`config.mk`:
```
export PLATFORM = sky130hd
export DESIGN_NAME = circle_column_rasterizer_unit_flat
export DESIGN_NICKNAME = d
export VERILOG_FILES = /design/src/sv/ccr_pkg.sv /design/src/sv/ccr_col_if.sv /design/src/sv/ccr_row_if.sv /design/src/sv/circle_column_rasterizer_unit.sv /design/src/sv/ccr_sqrt_pipe.sv /design/src/flat_wrapper.sv
export SDC_FILE = /design/constraint.sdc
export NUM_CORES = 1
export LEC_CHECK = 0
export BUFFER_PORTS_ARGS = -buffer_cell sky130_fd_sc_hd__buf_2
export CAP_MARGIN = 20
export CORE_UTILIZATION = 40
export CTS_CLUSTER_SIZE = 16
export DETAILED_ROUTE_END_ITERATION = 16
export SLEW_MARGIN = 20
export SYNTH_ARGS = -nofsm -noshare
export SYNTH_HDL_FRONTEND = slang
export SYNTH_HIERARCHICAL = 1
export SYNTH_SLANG_ARGS = --single-unit
```
`constraint.sdc`:
```
create_clock -name clk_i -period 7.7 [get_ports clk_i]
set_clock_uncertainty 0.05 [all_clocks]
set_input_delay 0.77 -clock clk_i [delete_from_list [all_inputs] [get_ports clk_i]]
set_output_delay 0.77 -clock clk_i [all_outputs]
set_load 0.05 [all_outputs]
```
`src/sv/ccr_pkg.sv`:
```
// ccr_pkg: shared types and constants of the circle column rasterizer
// no dependencies; imported by the stream interfaces and all ccr modules
`default_nettype none

package ccr_pkg;

  // fixed field widths of the stream payloads
  localparam int unsigned ColW = 14;
  localparam int unsigned RowW = 14;
  localparam int unsigned ModeW = 3;
  localparam int unsigned RegIdxW = 2;

  // configuration register indexes
  localparam logic [RegIdxW-1:0] REG_CENTER_X = 2'd0;
  localparam logic [RegIdxW-1:0] REG_CENTER_Y = 2'd1;
  localparam logic [RegIdxW-1:0] REG_RADIUS = 2'd2;
  localparam logic [RegIdxW-1:0] REG_ARC_MODE = 2'd3;

  // arc modes
  localparam logic [ModeW-1:0] ARC_FULL = 3'd0;
  localparam logic [ModeW-1:0] ARC_UPPER = 3'd1;
  localparam logic [ModeW-1:0] ARC_LOWER = 3'd2;
  localparam logic [ModeW-1:0] ARC_LOWER_LEFT = 3'd3;
  localparam logic [ModeW-1:0] ARC_UPPER_LEFT = 3'd4;
  localparam logic [ModeW-1:0] ARC_LOWER_RIGHT = 3'd5;
  localparam logic [ModeW-1:0] ARC_UPPER_RIGHT = 3'd6;
  localparam logic [ModeW-1:0] ARC_NONE = 3'd7;

  // per-column control bits that ride along the pipeline
  typedef struct packed {
    logic span;
    logic up;
    logic dn;
  } ccr_flags_t;

endpackage

`default_nettype wire

```
`src/sv/ccr_col_if.sv`:
```
// ccr_col_if: column request stream (valid/ready with a signed column)
// depends on ccr_pkg
`default_nettype none

interface ccr_col_if
  import ccr_pkg::*;
();
  logic                   valid;
  logic                   ready;
  logic signed [ColW-1:0] column;

  modport source (output valid, output column, input ready);
  modport sink (input valid, input column, output ready);
endinterface

`default_nettype wire

```
`src/sv/ccr_row_if.sv`:
```
// ccr_row_if: arc pixel result stream (valid/ready with span, plot flags and rows)
// depends on ccr_pkg
`default_nettype none

interface ccr_row_if
  import ccr_pkg::*;
();
  logic                   valid;
  logic                   ready;
  logic                   in_span;
  logic                   plot_upper;
  logic                   plot_lower;
  logic signed [RowW-1:0] upper_row;
  logic signed [RowW-1:0] lower_row;

  modport source (output valid, output in_span, output plot_upper, output plot_lower,
                  output upper_row, output lower_row, input ready);
  modport sink (input valid, input in_span, input plot_upper, input plot_lower,
                input upper_row, input lower_row, output ready);
endinterface

`default_nettype wire

```
`src/sv/circle_column_rasterizer_unit.sv`:
```
// Circle column rasterizer: for each requested column x, the upper and lower
// arc rows of a configured circle, y0 + floor(sqrt D) and y0 - sqrt D truncated
// toward zero, with D = r*r - (x - x0)^2.
// Channels: col_i carries one signed column per beat; row_o returns exactly one
// beat per column, in order, with in_span, the two plot flags and both rows.
// Columns outside the arc mode's span return all zeros.
// Configuration: cfg_we_i/cfg_index_i/cfg_data_i write center_x, center_y,
// circle_radius and arc_mode; write only while no column is in flight.
// Pipeline: a column passes COORD_BITS + 3 registers (input stage, square,
// subtract, one root bit per stage over COORD_BITS - 1 stages, output register)
// on its way from col_i to row_o.
// Throughput: one column per cycle while row_o is ready. Every stage holds its
// own valid bit, so a stall on row_o fills bubbles first and col_i.ready drops
// only when all stages hold data; nothing is lost or repeated.
// Reset (rst_ni low, asynchronous) empties the pipeline and clears all
// configuration registers to zero.
// depends on ccr_pkg, ccr_col_if, ccr_row_if and ccr_sqrt_pipe
`default_nettype none

module circle_column_rasterizer_unit
  import ccr_pkg::*;
#(
  parameter int unsigned COORD_BITS = 12
) (
  input  wire logic                   clk_i,
  input  wire logic                   rst_ni,
  input  wire logic                   cfg_we_i,
  input  wire logic [RegIdxW-1:0]     cfg_index_i,
  input  wire logic [COORD_BITS-1:0]  cfg_data_i,
  ccr_col_if.sink                     col_i,
  ccr_row_if.source                   row_o
);

  localparam int unsigned RootW = COORD_BITS - 1;
  localparam int unsigned SqW = 2 * RootW;
  localparam int unsigned XW = (COORD_BITS + 2 > ColW + 1) ? COORD_BITS + 2 : ColW + 1;
  localparam int unsigned SW = (COORD_BITS + 2 > RowW) ? COORD_BITS + 2 : RowW;

  // configuration
  logic [COORD_BITS-1:0] center_x_q;
  logic [COORD_BITS-1:0] center_y_q;
  logic [RootW-1:0]      radius_q;
  logic [ModeW-1:0]      arc_mode_q;
  logic [SqW-1:0]        rsq_q;

  always_ff @(posedge clk_i or negedge rst_ni) begin
    if (!rst_ni) begin
      center_x_q <= '0;
      center_y_q <= '0;
      radius_q <= '0;
      arc_mode_q <= ARC_FULL;
    end else if (cfg_we_i) begin
      unique case (cfg_index_i)
        REG_CENTER_X: center_x_q <= cfg_data_i;
        REG_CENTER_Y: center_y_q <= cfg_data_i;
        REG_RADIUS:   radius_q <= cfg_data_i[RootW-1:0];
        REG_ARC_MODE: arc_mode_q <= cfg_data_i[ModeW-1:0];
        default: ;
      endcase
    end
  end

  // r*r is registered, so it follows the radius register in the next cycle
  always_ff @(posedge clk_i) begin
    rsq_q <= radius_q * radius_q;
  end

  // ready chain
  logic s1_rdy, s2_rdy, s3_rdy, sq_rdy, out_rdy;
  logic v1_q, v2_q, v3_q, out_v_q;

  // stage 1: span test and |x - x0|
  logic signed [XW-1:0] x_s, x0_s, r_s, lo_s, hi_s, dx_s, adx_s;
  ccr_flags_t           flags1_d, flags1_q;
  logic [RootW-1:0]     adx_d, adx_q;

  always_comb begin
    x_s = XW'(col_i.column);
    x0_s = XW'(center_x_q);
    r_s = XW'(radius_q);
    unique case (arc_mode_q)
      ARC_LOWER_LEFT, ARC_UPPER_LEFT: begin
        lo_s = x0_s - r_s;
        hi_s = x0_s;
      end
      ARC_LOWER_RIGHT, ARC_UPPER_RIGHT: begin
        lo_s = x0_s;
        hi_s = x0_s + r_s;
      end
      default: begin
        lo_s = x0_s - r_s;
        hi_s = x0_s + r_s;
      end
    endcase
    unique case (arc_mode_q)
      ARC_FULL: begin
        flags1_d.up = 1'b1;
        flags1_d.dn = 1'b1;
      end
      ARC_UPPER, ARC_UPPER_LEFT, ARC_UPPER_RIGHT: begin
        flags1_d.up = 1'b1;
        flags1_d.dn = 1'b0;
      end
      ARC_LOWER, ARC_LOWER_LEFT, ARC_LOWER_RIGHT: begin
        flags1_d.up = 1'b0;
        flags1_d.dn = 1'b1;
      end
      default: begin
        flags1_d.up = 1'b0;
        flags1_d.dn = 1'b0;
      end
    endcase
    flags1_d.span = (x_s >= lo_s) && (x_s < hi_s);
    dx_s = x_s - x0_s;
    adx_s = dx_s[XW-1] ? -dx_s : dx_s;
    // inside the span |dx| <= r, so it fits the radius width
    adx_d = flags1_d.span ? adx_s[RootW-1:0] : '0;
  end

  assign s1_rdy = !v1_q || s2_rdy;
  assign col_i.ready = s1_rdy;

  // stage 2: dx squared
  ccr_flags_t     flags2_q;
  logic [SqW-1:0] dxsq_q;
  assign s2_rdy = !v2_q || s3_rdy;

  // stage 3: radicand
  ccr_flags_t     flags3_q;
  logic [SqW-1:0] rad_q;
  assign s3_rdy = !v3_q || sq_rdy;

  always_ff @(posedge clk_i or negedge rst_ni) begin
    if (!rst_ni) begin
      v1_q <= 1'b0;
      v2_q <= 1'b0;
      v3_q <= 1'b0;
    end else begin
      if (s1_rdy) begin
        v1_q <= col_i.valid;
      end
      if (s2_rdy) begin
        v2_q <= v1_q;
      end
      if (s3_rdy) begin
        v3_q <= v2_q;
      end
    end
  end

  always_ff @(posedge clk_i) begin
    if (s1_rdy && col_i.valid) begin
      flags1_q <= flags1_d;
      adx_q <= adx_d;
    end
    if (s2_rdy && v1_q) begin
      flags2_q <= flags1_q;
      dxsq_q <= adx_q * adx_q;
    end
    if (s3_rdy && v2_q) begin
      flags3_q <= flags2_q;
      // never negative inside the span; outside, dx is forced to zero
      rad_q <= rsq_q - dxsq_q;
    end
  end

  // root stages
  logic             sq_v;
  logic [RootW-1:0] sq_root;
  logic             sq_exact;
  ccr_flags_t       sq_flags;

  ccr_sqrt_pipe #(
    .ROOT_BITS(RootW)
  ) u_sqrt (
    .clk_i      (clk_i),
    .rst_ni     (rst_ni),
    .valid_i    (v3_q),
    .ready_o    (sq_rdy),
    .radicand_i (rad_q),
    .flags_i    (flags3_q),
    .valid_o    (sq_v),
    .ready_i    (out_rdy),
    .root_o     (sq_root),
    .exact_o    (sq_exact),
    .flags_o    (sq_flags)
  );

  // output stage: rows, truncation toward zero on the lower row
  logic signed [SW-1:0] y0_s, q_s, c_s, up_s, lo_ceil_s, lo_s2;
  logic                 span_q, up_q, dn_q;
  logic [RowW-1:0]      up_row_q, lo_row_q;

  always_comb begin
    y0_s = SW'(center_y_q);
    q_s = SW'(sq_root);
    c_s = q_s + SW'(!sq_exact);
    up_s = y0_s + q_s;
    lo_ceil_s = y0_s - c_s;
    lo_s2 = lo_ceil_s[SW-1] ? (y0_s - q_s) : lo_ceil_s;
  end

  assign out_rdy = !out_v_q || row_o.ready;

  always_ff @(posedge clk_i or negedge rst_ni) begin
    if (!rst_ni) begin
      out_v_q <= 1'b0;
    end else if (out_rdy) begin
      out_v_q <= sq_v;
    end
  end

  always_ff @(posedge clk_i) begin
    if (out_rdy && sq_v) begin
      span_q <= sq_flags.span;
      up_q <= sq_flags.span && sq_flags.up;
      dn_q <= sq_flags.span && sq_flags.dn;
      up_row_q <= sq_flags.span ? up_s[RowW-1:0] : '0;
      lo_row_q <= sq_flags.span ? lo_s2[RowW-1:0] : '0;
    end
  end

  assign row_o.valid = out_v_q;
  assign row_o.in_span = span_q;
  assign row_o.plot_upper = up_q;
  assign row_o.plot_lower = dn_q;
  assign row_o.upper_row = up_row_q;
  assign row_o.lower_row = lo_row_q;

endmodule

`default_nettype wire

```
`src/sv/ccr_sqrt_pipe.sv`:
```
// ccr_sqrt_pipe: pipelined integer square root, one root bit per stage
// depends on ccr_pkg (flags struct carried alongside each beat)
`default_nettype none

module ccr_sqrt_pipe
  import ccr_pkg::*;
#(
  parameter int unsigned ROOT_BITS = 11
) (
  input  wire logic                   clk_i,
  input  wire logic                   rst_ni,
  input  wire logic                   valid_i,
  output logic                        ready_o,
  input  wire logic [2*ROOT_BITS-1:0] radicand_i,
  input  wire ccr_flags_t             flags_i,
  output logic                        valid_o,
  input  wire logic                   ready_i,
  output logic [ROOT_BITS-1:0]        root_o,
  output logic                        exact_o,
  output ccr_flags_t                  flags_o
);

  localparam int unsigned RemW = 2 * ROOT_BITS;
  localparam int unsigned TrialW = RemW + 1;

  logic [ROOT_BITS-1:0] v_q;
  logic [ROOT_BITS:0]   rdy;
  logic [RemW-1:0]      rem_q  [ROOT_BITS];
  logic [ROOT_BITS-1:0] root_q [ROOT_BITS];
  ccr_flags_t           flags_q[ROOT_BITS];

  assign rdy[ROOT_BITS] = ready_i;
  assign ready_o = rdy[0];

  for (genvar i = 0; i < ROOT_BITS; i++) begin : g_stage
    localparam int unsigned Bit = ROOT_BITS - 1 - i;

    logic                 v_prev;
    logic [RemW-1:0]      rem_prev;
    logic [ROOT_BITS-1:0] root_prev;
    ccr_flags_t           flags_prev;
    logic [TrialW-1:0]    trial;
    logic                 take;
    logic [RemW-1:0]      rem_d;
    logic [ROOT_BITS-1:0] root_d;

    if (i == 0) begin : g_first
      assign v_prev = valid_i;
      assign rem_prev = radicand_i;
      assign root_prev = '0;
      assign flags_prev = flags_i;
    end else begin : g_next
      assign v_prev = v_q[i-1];
      assign rem_prev = rem_q[i-1];
      assign root_prev = root_q[i-1];
      assign flags_prev = flags_q[i-1];
    end

    // (q + 2^b)^2 - q^2 = q * 2^(b+1) + 2^(2b)
    assign trial = (TrialW'(root_prev) << (Bit + 1)) + (TrialW'(1) << (2 * Bit));
    assign take = TrialW'(rem_prev) >= trial;
    assign rem_d = take ? RemW'(TrialW'(rem_prev) - trial) : rem_prev;
    assign root_d = take ? (root_prev | (ROOT_BITS'(1) << Bit)) : root_prev;

    assign rdy[i] = !v_q[i] || rdy[i+1];

    always_ff @(posedge clk_i or negedge rst_ni) begin
      if (!rst_ni) begin
        v_q[i] <= 1'b0;
      end else if (rdy[i]) begin
        v_q[i] <= v_prev;
      end
    end

    always_ff @(posedge clk_i) begin
      if (rdy[i] && v_prev) begin
        rem_q[i] <= rem_d;
        root_q[i] <= root_d;
        flags_q[i] <= flags_prev;
      end
    end
  end

  assign valid_o = v_q[ROOT_BITS-1];
  assign root_o = root_q[ROOT_BITS-1];
  assign exact_o = (rem_q[ROOT_BITS-1] == '0);
  assign flags_o = flags_q[ROOT_BITS-1];

endmodule

`default_nettype wire

```
`src/flat_wrapper.sv`:
```
// flat-port wrapper written by rule: the top's interface ports become plain ports
module circle_column_rasterizer_unit_flat import ccr_pkg::*;
#(
  parameter int unsigned COORD_BITS = 12
)
  (clk_i, rst_ni, cfg_we_i, cfg_index_i, cfg_data_i, col_i_valid, col_i_column, col_i_ready, row_o_valid, row_o_in_span, row_o_plot_upper, row_o_plot_lower, row_o_upper_row, row_o_lower_row, row_o_ready);
  ccr_col_if col_i_i ();
  ccr_row_if row_o_i ();
  input  wire logic clk_i;
  input  wire logic rst_ni;
  input  wire logic cfg_we_i;
  input  wire logic [RegIdxW-1:0] cfg_index_i;
  input  wire logic [COORD_BITS-1:0] cfg_data_i;
  input wire logic [$bits(col_i_i.valid)-1:0] col_i_valid;
  input wire logic [$bits(col_i_i.column)-1:0] col_i_column;
  output wire logic [$bits(col_i_i.ready)-1:0] col_i_ready;
  output wire logic [$bits(row_o_i.valid)-1:0] row_o_valid;
  output wire logic [$bits(row_o_i.in_span)-1:0] row_o_in_span;
  output wire logic [$bits(row_o_i.plot_upper)-1:0] row_o_plot_upper;
  output wire logic [$bits(row_o_i.plot_lower)-1:0] row_o_plot_lower;
  output wire logic [$bits(row_o_i.upper_row)-1:0] row_o_upper_row;
  output wire logic [$bits(row_o_i.lower_row)-1:0] row_o_lower_row;
  input wire logic [$bits(row_o_i.ready)-1:0] row_o_ready;
  assign col_i_i.valid = col_i_valid;
  assign col_i_i.column = col_i_column;
  assign col_i_ready = col_i_i.ready;
  assign row_o_valid = row_o_i.valid;
  assign row_o_in_span = row_o_i.in_span;
  assign row_o_plot_upper = row_o_i.plot_upper;
  assign row_o_plot_lower = row_o_i.plot_lower;
  assign row_o_upper_row = row_o_i.upper_row;
  assign row_o_lower_row = row_o_i.lower_row;
  assign row_o_i.ready = row_o_ready;
  circle_column_rasterizer_unit #(.COORD_BITS(COORD_BITS)) u_core (.clk_i(clk_i), .rst_ni(rst_ni), .cfg_we_i(cfg_we_i), .cfg_index_i(cfg_index_i), .cfg_data_i(cfg_data_i), .col_i(col_i_i), .row_o(row_o_i));
endmodule
```
==> results of run 1 <==
[final cells by class]
class                   instances  area (sq um)  area share [%]
multi-input cells            2054         16660           45.67
flip-flops and latches        507         14750           40.44
inverters                     397          1490           4.085
clock buffers                  70          1453           3.983
well taps                    1070          1339           3.670
repair buffers                 81         447.9           1.228
clock inverters                33         336.6          0.9227
[registers in the layout (all words and copies together) (netlist names), 10 cells and up]
register                      flops
u_core/u_sqrt/g_stage.v_prev     10
u_core/dxsq_q                    21
u_core/center_y_q                12
u_core/row_o.lower_row           13
u_core/row_o.upper_row           13
u_core/adx_q                     11
u_core/u_sqrt/flags_q            33
u_core/rsq_q                     21
u_core/rad_q                     22
u_core/u_sqrt/root_q             66
u_core/u_sqrt/rem_q             242
u_core/radius_q                  11
u_core/center_x_q                12
[Yosys cell counts (all sizes together) (5+ instances only)]
master / count / area (sq um)
a21o: 45 / 339.1
nand4: 22 / 137.6
nor2b: 36 / 225.2
mux2: 35 / 394.1
o21a: 38 / 285.3
nor4b: 12 / 105.1
a211oi: 22 / 170.2
nor3b: 6 / 45.04
a31oi: 20 / 125.1
nor3: 64 / 325.3
a2111oi: 7 / 98.84
o21bai: 12 / 90.09
a311oi: 8 / 93.84
or2: 14 / 90.09
a21boi: 5 / 37.54
nand2b: 54 / 340.3
o31a: 6 / 52.55
o21ai: 130 / 658.1
nand3: 35 / 175.2
edfxtp: 433 / 13000
nor2: 205 / 769.5
ha: 302 / 3779
a21oi: 144 / 728.2
xnor2: 125 / 1095
fa: 136 / 2723
or4: 15 / 120.1
inv: 393 / 1475
nor4: 45 / 302.8
a211o: 9 / 78.83
o31ai: 18 / 135.1
buf: 12 / 86.32
xor2: 79 / 691.9
or3: 14 / 92.59
nand2: 180 / 675.7
nand3b: 9 / 67.56
dfrtp: 53 / 1326
o211ai: 20 / 155.1
clkbuf: 49 / 185.2
and2: 67 / 420.4
mux2i: 26 / 260.3
and3: 17 / 106.4
dfxtp: 21 / 420.4
[routing by layer]
| metal | share of wire, % | track usage (%) | vias to the layer above |
|---|---|---|---|
| met5 | 0 | 0 | - |
| met1 | 47 | 22.04 | 10190 |
| met2 | 46 | 26.50 | 367 |
| met4 | 2.2 | 4.294 | 0 |
| met3 | 4.1 | 2.229 | 93 |
| li1 | - | - | 10740 |
[final timing paths]
check,from,end,slack [ns],cells after the start
worst max-delay path,u_core/radius_q[7],u_core/rsq_q[18],1.99,16
worst min-delay path,rst_ni,u_core/center_x_q[0],0.27,2
worst max register to register,u_core/radius_q[7],u_core/rsq_q[18],1.99,16
worst min register to register,u_core/flags3_q[0],u_core/u_sqrt/flags_q[0][0],0.36,0
max in group asynchronous,rst_ni,u_core/center_y_q[1],6.81,2
min in group clk_i,cfg_data_i[11],u_core/center_x_q[11],0.35,3
[cells by family (layout without fill, tap and decap cells)]
kind of cell	after synthesis	after routing	share of synthesized area, %
AND/OR/NAND/NOR	814	814	12.58
other	1	3	0.01132
multiplexers	61	61	1.975
AO/OA/AOI/OAI	534	534	10.60
buffers and inverters	458	581	5.316
adder cells (fa/ha/maj)	438	438	19.62
flip-flops	507	507	44.51
XOR/XNOR	204	204	5.392
[per-stage QoR]
step,hold slack [ns],instances,area (sq um)
floorplan,0.3503,3019,33150
global placement,0.3510,4109,34680
detailed placement,0.3545,4109,34680
CTS,0.2588,4212,36470
global route,0.3099,4212,36480
finish,0.2748,4212,36480
[worst reg2reg max path, stage by stage (launching register included)]
cell	delay, ns
dfrtp_1	0.56
inv_1	0.23
nor2_1	0.29
fa_1	0.47
fa_1	0.50
fa_1	0.50
fa_1	0.49
inv_1	0.05
fa_1	0.47
inv_1	0.04
ha_1	0.35
and4_1	0.24
a211o_1	0.33
o31ai_1	0.31
a21oi_1	0.24
or4_1	0.44
nand4_1	0.10
==> run summary, run 1 <==
Setup_tns = 0 ns
First-pass DRT Iterations = 5
Slew HR = 37.30%
Antenna diodes = 0
Crit-path cells = inv_1, nor2_1, fa_1, fa_1, fa_1, fa_1, inv_1, fa_1, inv_1, ha_1, and4_1, a211o_1, o31ai_1, a21oi_1, or4_1, nand4_1
Average wire per standard cell = 15.70 um
Part of the Yosys area used for sequential elements = 44.51%
Ys async rst share = 10.45%
Clk sink count = 507
Status = completed
Distinct cells, synth = 104
Synth Cell Area = 0.03314 sq mm
Ys flop type = edfxtp_1
Final setup vio count = 0
CP max-delay cell = dfrtp_1
Worst EP arrival = 6.21 ns
# nets final = 3567
Detailed-route vias per instance = 5.077
#FFs+latches synth = 507
Io pins = 66
Type of the tightest min-delay check = input pin to async pin
Share of cells above drive strength 1 = 7.893%
WP buf/inv = 3
Most common cell after layout, fill and taps aside = edfxtp_1
Die width = 289.8 um
Root buffer cell = clkbuf_16
Max Slew Vio Count = 0
Cell Rows = 105
Most Frequent Cell on Critical Path = fa_1
Period Utilization, post-route = 74.20%
Placer Congestion = 0.9007
DR vias = 21380
Cell count after synthesis = 3017
Gr ovfl total = 0
Critical Path Max Stage Delay = 0.56 ns
Initial antenna violation count = 0
Ys Warns = 6
RSZ-0062 raised after global routing = no
Final min period = 5.713 ns
Utilization after layout = 44.49%
Core area = 0.08198 sq mm
Largest net degree at the start of global routing = 54
Clk_lat worst skew = 0.60 ns
Detail Route Antenna Nets = 0
Fillers = 7711
DRT iter0 DRCs = 1170
Measured slew at the worst slew-check pin = 0.9385 ns
MaxCap Viol Count = 0
CP Data Required Time = 8.19 ns
Tot GR Track Use = 16.02%
H-tree levels = 2
DRC = 0
Crit-path leading delay family = adder cells
Starting Density = 40.42%
Post-CTS setup repair buffer count = 0
# hold bufs at CTS = 0
Post-place setup slack = 2.037 ns
Final WS setup = 1.987 ns
Max Fanout on Critical Path = 8
Worst Setup Path Type = flop to flop
Final hold vios = 0
Fmax = 0.1750 GHz
CTS tree = built
DP HPWL = 51650 um
Vias in the first global route = 21380
Post-CTS resize count = 0
Clock Pin Slew Worst Setup and Hold Paths = 0.07 ns
PortBufs = 64
Die area = 0.08400 sq mm
Final wirelength = 66140 um
Layout area overhead = 10.07%
Critical Path Source Type = flop
Die height = 289.8 um
CP Capture Type = flop
Clock tree buffer depth = 3
Global-route wire length before repair = 109800 um
Number of CTS-inserted buffers = 55
Number of synthesized flops with an enable pin = 433
Commonest non-fill, non-tap cells in the layout = 433 x edfxtp_1, 392 x inv_1, 302 x ha_1
Syn Area/Cell = 10.98 sq um
Power of run 1 is not shown: default switching activity piles up to over one toggle a cycle in this logic, so the estimate is an artifact.
==> run 2, diff against run 1 <==
Clock period 7.7 ns to 5 ns, I/O delays scaled along.
==> run 2 against run 1 <==
Against the previous run:
- the flow now finishes with violations (negative setup slack)
- cell area up 2.7%
- via count up 2.2%
- highest routed layer unchanged
- critical path type unchanged
- register-to-register slack worse by 2.1 ns
==> run summary, run 2 (synthesized netlist as in run 1, its figures left out) <==
Status = complete, but fails checks (was completed)
Violated checks = negative setup slack
Starting Density = 40.42% (unchanged)
# hold bufs at CTS = 0 (unchanged)
Crit path to = u_core/dxsq_q[21] (was u_core/rsq_q[18])
Antenna diodes = 0 (unchanged)
DR vias = 21850 (was 21380)
Most common cell after layout, fill and taps aside = edfxtp_1 (unchanged)
Most Frequent Cell on Critical Path = fa_1 (unchanged)
Number of CTS-inserted buffers = 54 (was 55)
Share of cells above drive strength 1 = 12.78% (was 7.893%)
Cell Rows = 105 (unchanged)
Final hold vios = 0 (unchanged)
Fillers = 7723 (was 7711)
Flip-flop and latch area = 0.01476 sq mm (was 0.01475 sq mm)
R2R Setup Slk = -0.16 ns (was 1.99 ns)
Largest net degree at the start of global routing = 54 (unchanged)
Max reg flops = 242 (unchanged)
Root buffer cell = clkbuf_16 (unchanged)
Top flop regs = u_core/u_sqrt/rem_q: 242 flops, u_core/u_sqrt/root_q: 66 flops, u_core/u_sqrt/flags_q: 33 flops (unchanged)
Average wire per standard cell = 15.39 um (was 15.70 um)
Measured slew at the worst slew-check pin = 0.9081 ns (was 0.9385 ns)
Critical Path Max Stage Delay = 0.52 ns (was 0.56 ns)
Reg-to-Reg End = u_core/dxsq_q[21] (was u_core/rsq_q[18])
CP max-delay cell = fa_1 (was dfrtp_1)
Tot GR Track Use = 16.08% (was 16.02%)
Period Utilization, post-route = 103.1% (was 74.20%)
Clock Pin Slew Worst Setup and Hold Paths = 0.06 ns (was 0.07 ns)
Io pins = 66 (unchanged)
Final WS setup = -0.1554 ns (was 1.987 ns)
# nets final = 3677 (was 3567)
Core area = 0.08198 sq mm (unchanged)
Die height = 289.8 um (unchanged)
CP Capture Type = flop (unchanged)
Commonest non-fill, non-tap cells in the layout = 433 x edfxtp_1, 379 x inv_1, 294 x ha_1 (was 433 x edfxtp_1, 392 x inv_1, 302 x ha_1)
Slew HR = 37.90% (was 37.30%)
Layout area overhead = 13.01% (was 10.07%)
Fmax = 0.1940 GHz (was 0.1750 GHz)
RSZ-0062 raised after global routing = yes (was no)
DRT iter0 DRCs = 1101 (was 1170)
Final setup vio count = 4 (was 0)
Critical Path Source Type = flop (unchanged)
DRC = 0 (unchanged)
Reg2reg path depth = 20 (was 16)
Multi-input gate area = 0.01687 sq mm (was 0.01666 sq mm)
Clock tree buffer depth = 3 (unchanged)
Worst setup path startpoint = u_core/adx_q[5] (was u_core/radius_q[7])
Crit-path cells = buf_4, nand2_2, fa_1, inv_2, fa_1, inv_2, fa_1, inv_1, fa_1, inv_1, fa_1, inv_2, ha_4, a2111oi_4, o21ai_2, a311oi_4, o21ai_2, a221o_1, a21oi_2, xor2_1 (was inv_1, nor2_1, fa_1, fa_1, fa_1, fa_1, inv_1, fa_1, inv_1, ha_1, and4_1, a211o_1, o31ai_1, a21oi_1, or4_1, nand4_1)
Clk_lat worst skew = 0.61 ns (was 0.60 ns)
Global-route wire length before repair = 110700 um (was 109800 um)
CP Data Required Time = 5.31 ns (was 8.19 ns)
Initial antenna violation count = 0 (unchanged)
H-tree levels = 2 (unchanged)
Reg2reg start = u_core/adx_q[5] (was u_core/radius_q[7])
Vias in the first global route = 21960 (was 21380)
Type of the tightest min-delay check = input pin to async pin (unchanged)
First-pass DRT Iterations = 5 (unchanged)
MaxCap Viol Count = 0 (unchanged)
Final min period = 5.155 ns (was 5.713 ns)
CTS tree = built (unchanged)
Placer Congestion = 0.8781 (was 0.9007)
Die area = 0.08400 sq mm (unchanged)
Final wirelength = 66460 um (was 66140 um)
Detailed-route vias per instance = 5.061 (was 5.077)
Detail Route Antenna Nets = 0 (unchanged)
Die width = 289.8 um (unchanged)
PortBufs = 64 (unchanged)
Worst EP arrival = 5.46 ns (was 6.21 ns)
Worst Setup Path Type = flop to flop (unchanged)
DP HPWL = 52250 um (was 51650 um)
Largest Register = u_core/u_sqrt/rem_q (unchanged)
Clk sink count = 507 (unchanged)
Gr ovfl total = 0 (unchanged)
Max Fanout on Critical Path = 4 (was 8)
Setup_tns = -0.3500 ns (was 0 ns)
Max Slew Vio Count = 0 (unchanged)
==> run 2: cell count changes in the layout (fill, tap and decap cells not counted), moves of 6 or more <==
cell     delta
buf_4     +108
inv_1      -13
inv_2      +11
nor2_1      -9
ha_1        -8
dfrtp_1     -6
dfrtp_2     +6
ha_4        +6
nor2_2      +6
==> run 2: worst min path at each step <==
stage | end | slack, ns | depth (start not counted)
2_1_floorplan | u_core/arc_mode_q[0] | 0.15 | 0
3_3_place_gp | u_core/u_sqrt/flags_q[2][0] | 0.35 | 0
6_report | u_core/center_x_q[0] | 0.008 | 2
5_1_grt | u_core/center_x_q[0] | 0.07 | 2
4_1_cts | u_core/center_x_q[0] | 0.01 | 2
3_5_place_dp | u_core/u_sqrt/flags_q[1][2] | 0.35 | 0
==> run 2: critical path, delay by kind of cell, from the launching register on <==
kind / cells / cell delay (ns)
simple gates: 1 / 0.05
flops: 1 / 0.42
xor+xnor: 1 / 0.07
buf+inv: 6 / 0.38
fa+ha+maj: 6 / 2.62
compound gates: 6 / 1.34
==> run 2: routing by layer <==
metal	global-route usage (%)	vias to the layer above	wire (um)
met5	0	-	0
met4	4.048	0	1222
met3	2.259	81	2674
met2	26.70	315	31140
met1	22.10	10480	31420
li1	-	10970	-
==> run 2: stage by stage <==
step                util (%)  instance area (sq um)  std cells  setup slack [ns]  hold slack [ns]
floorplan                  -                  33220       3019           -0.1054           0.1544
global placement       43.22                  35430       4204           -0.1323           0.3517
detailed placement     43.22                  35430       4204           -0.2229           0.3545
CTS                    45.41                  37220       4307           -0.1636          0.01488
global route           45.69                  37450       4317           -0.3446          0.07162
finish                 45.69                  37450       4317           -0.1554         0.008155
==> run 2: layout make-up <==
type | instances | share of cell area [%]
Multi-Input combinational cell | 2054 | 45.05
Sequential cell | 507 | 39.40
Inverter | 397 | 3.999
Clock buffer | 70 | 3.909
Tap cell | 1070 | 3.575
Timing Repair Buffer | 192 | 3.474
Clock inverter | 27 | 0.5947
==> run 2: repair_timing <==
item / 4_1_cts / 5_1_grt
pin swaps: 7 / 30
resized for setup: 15 / 42
cloned: 0 / 0
setup endpoints to repair: 12 / 17
buffers inserted: 6 / 10
Power of run 2 is left out for the same reason.
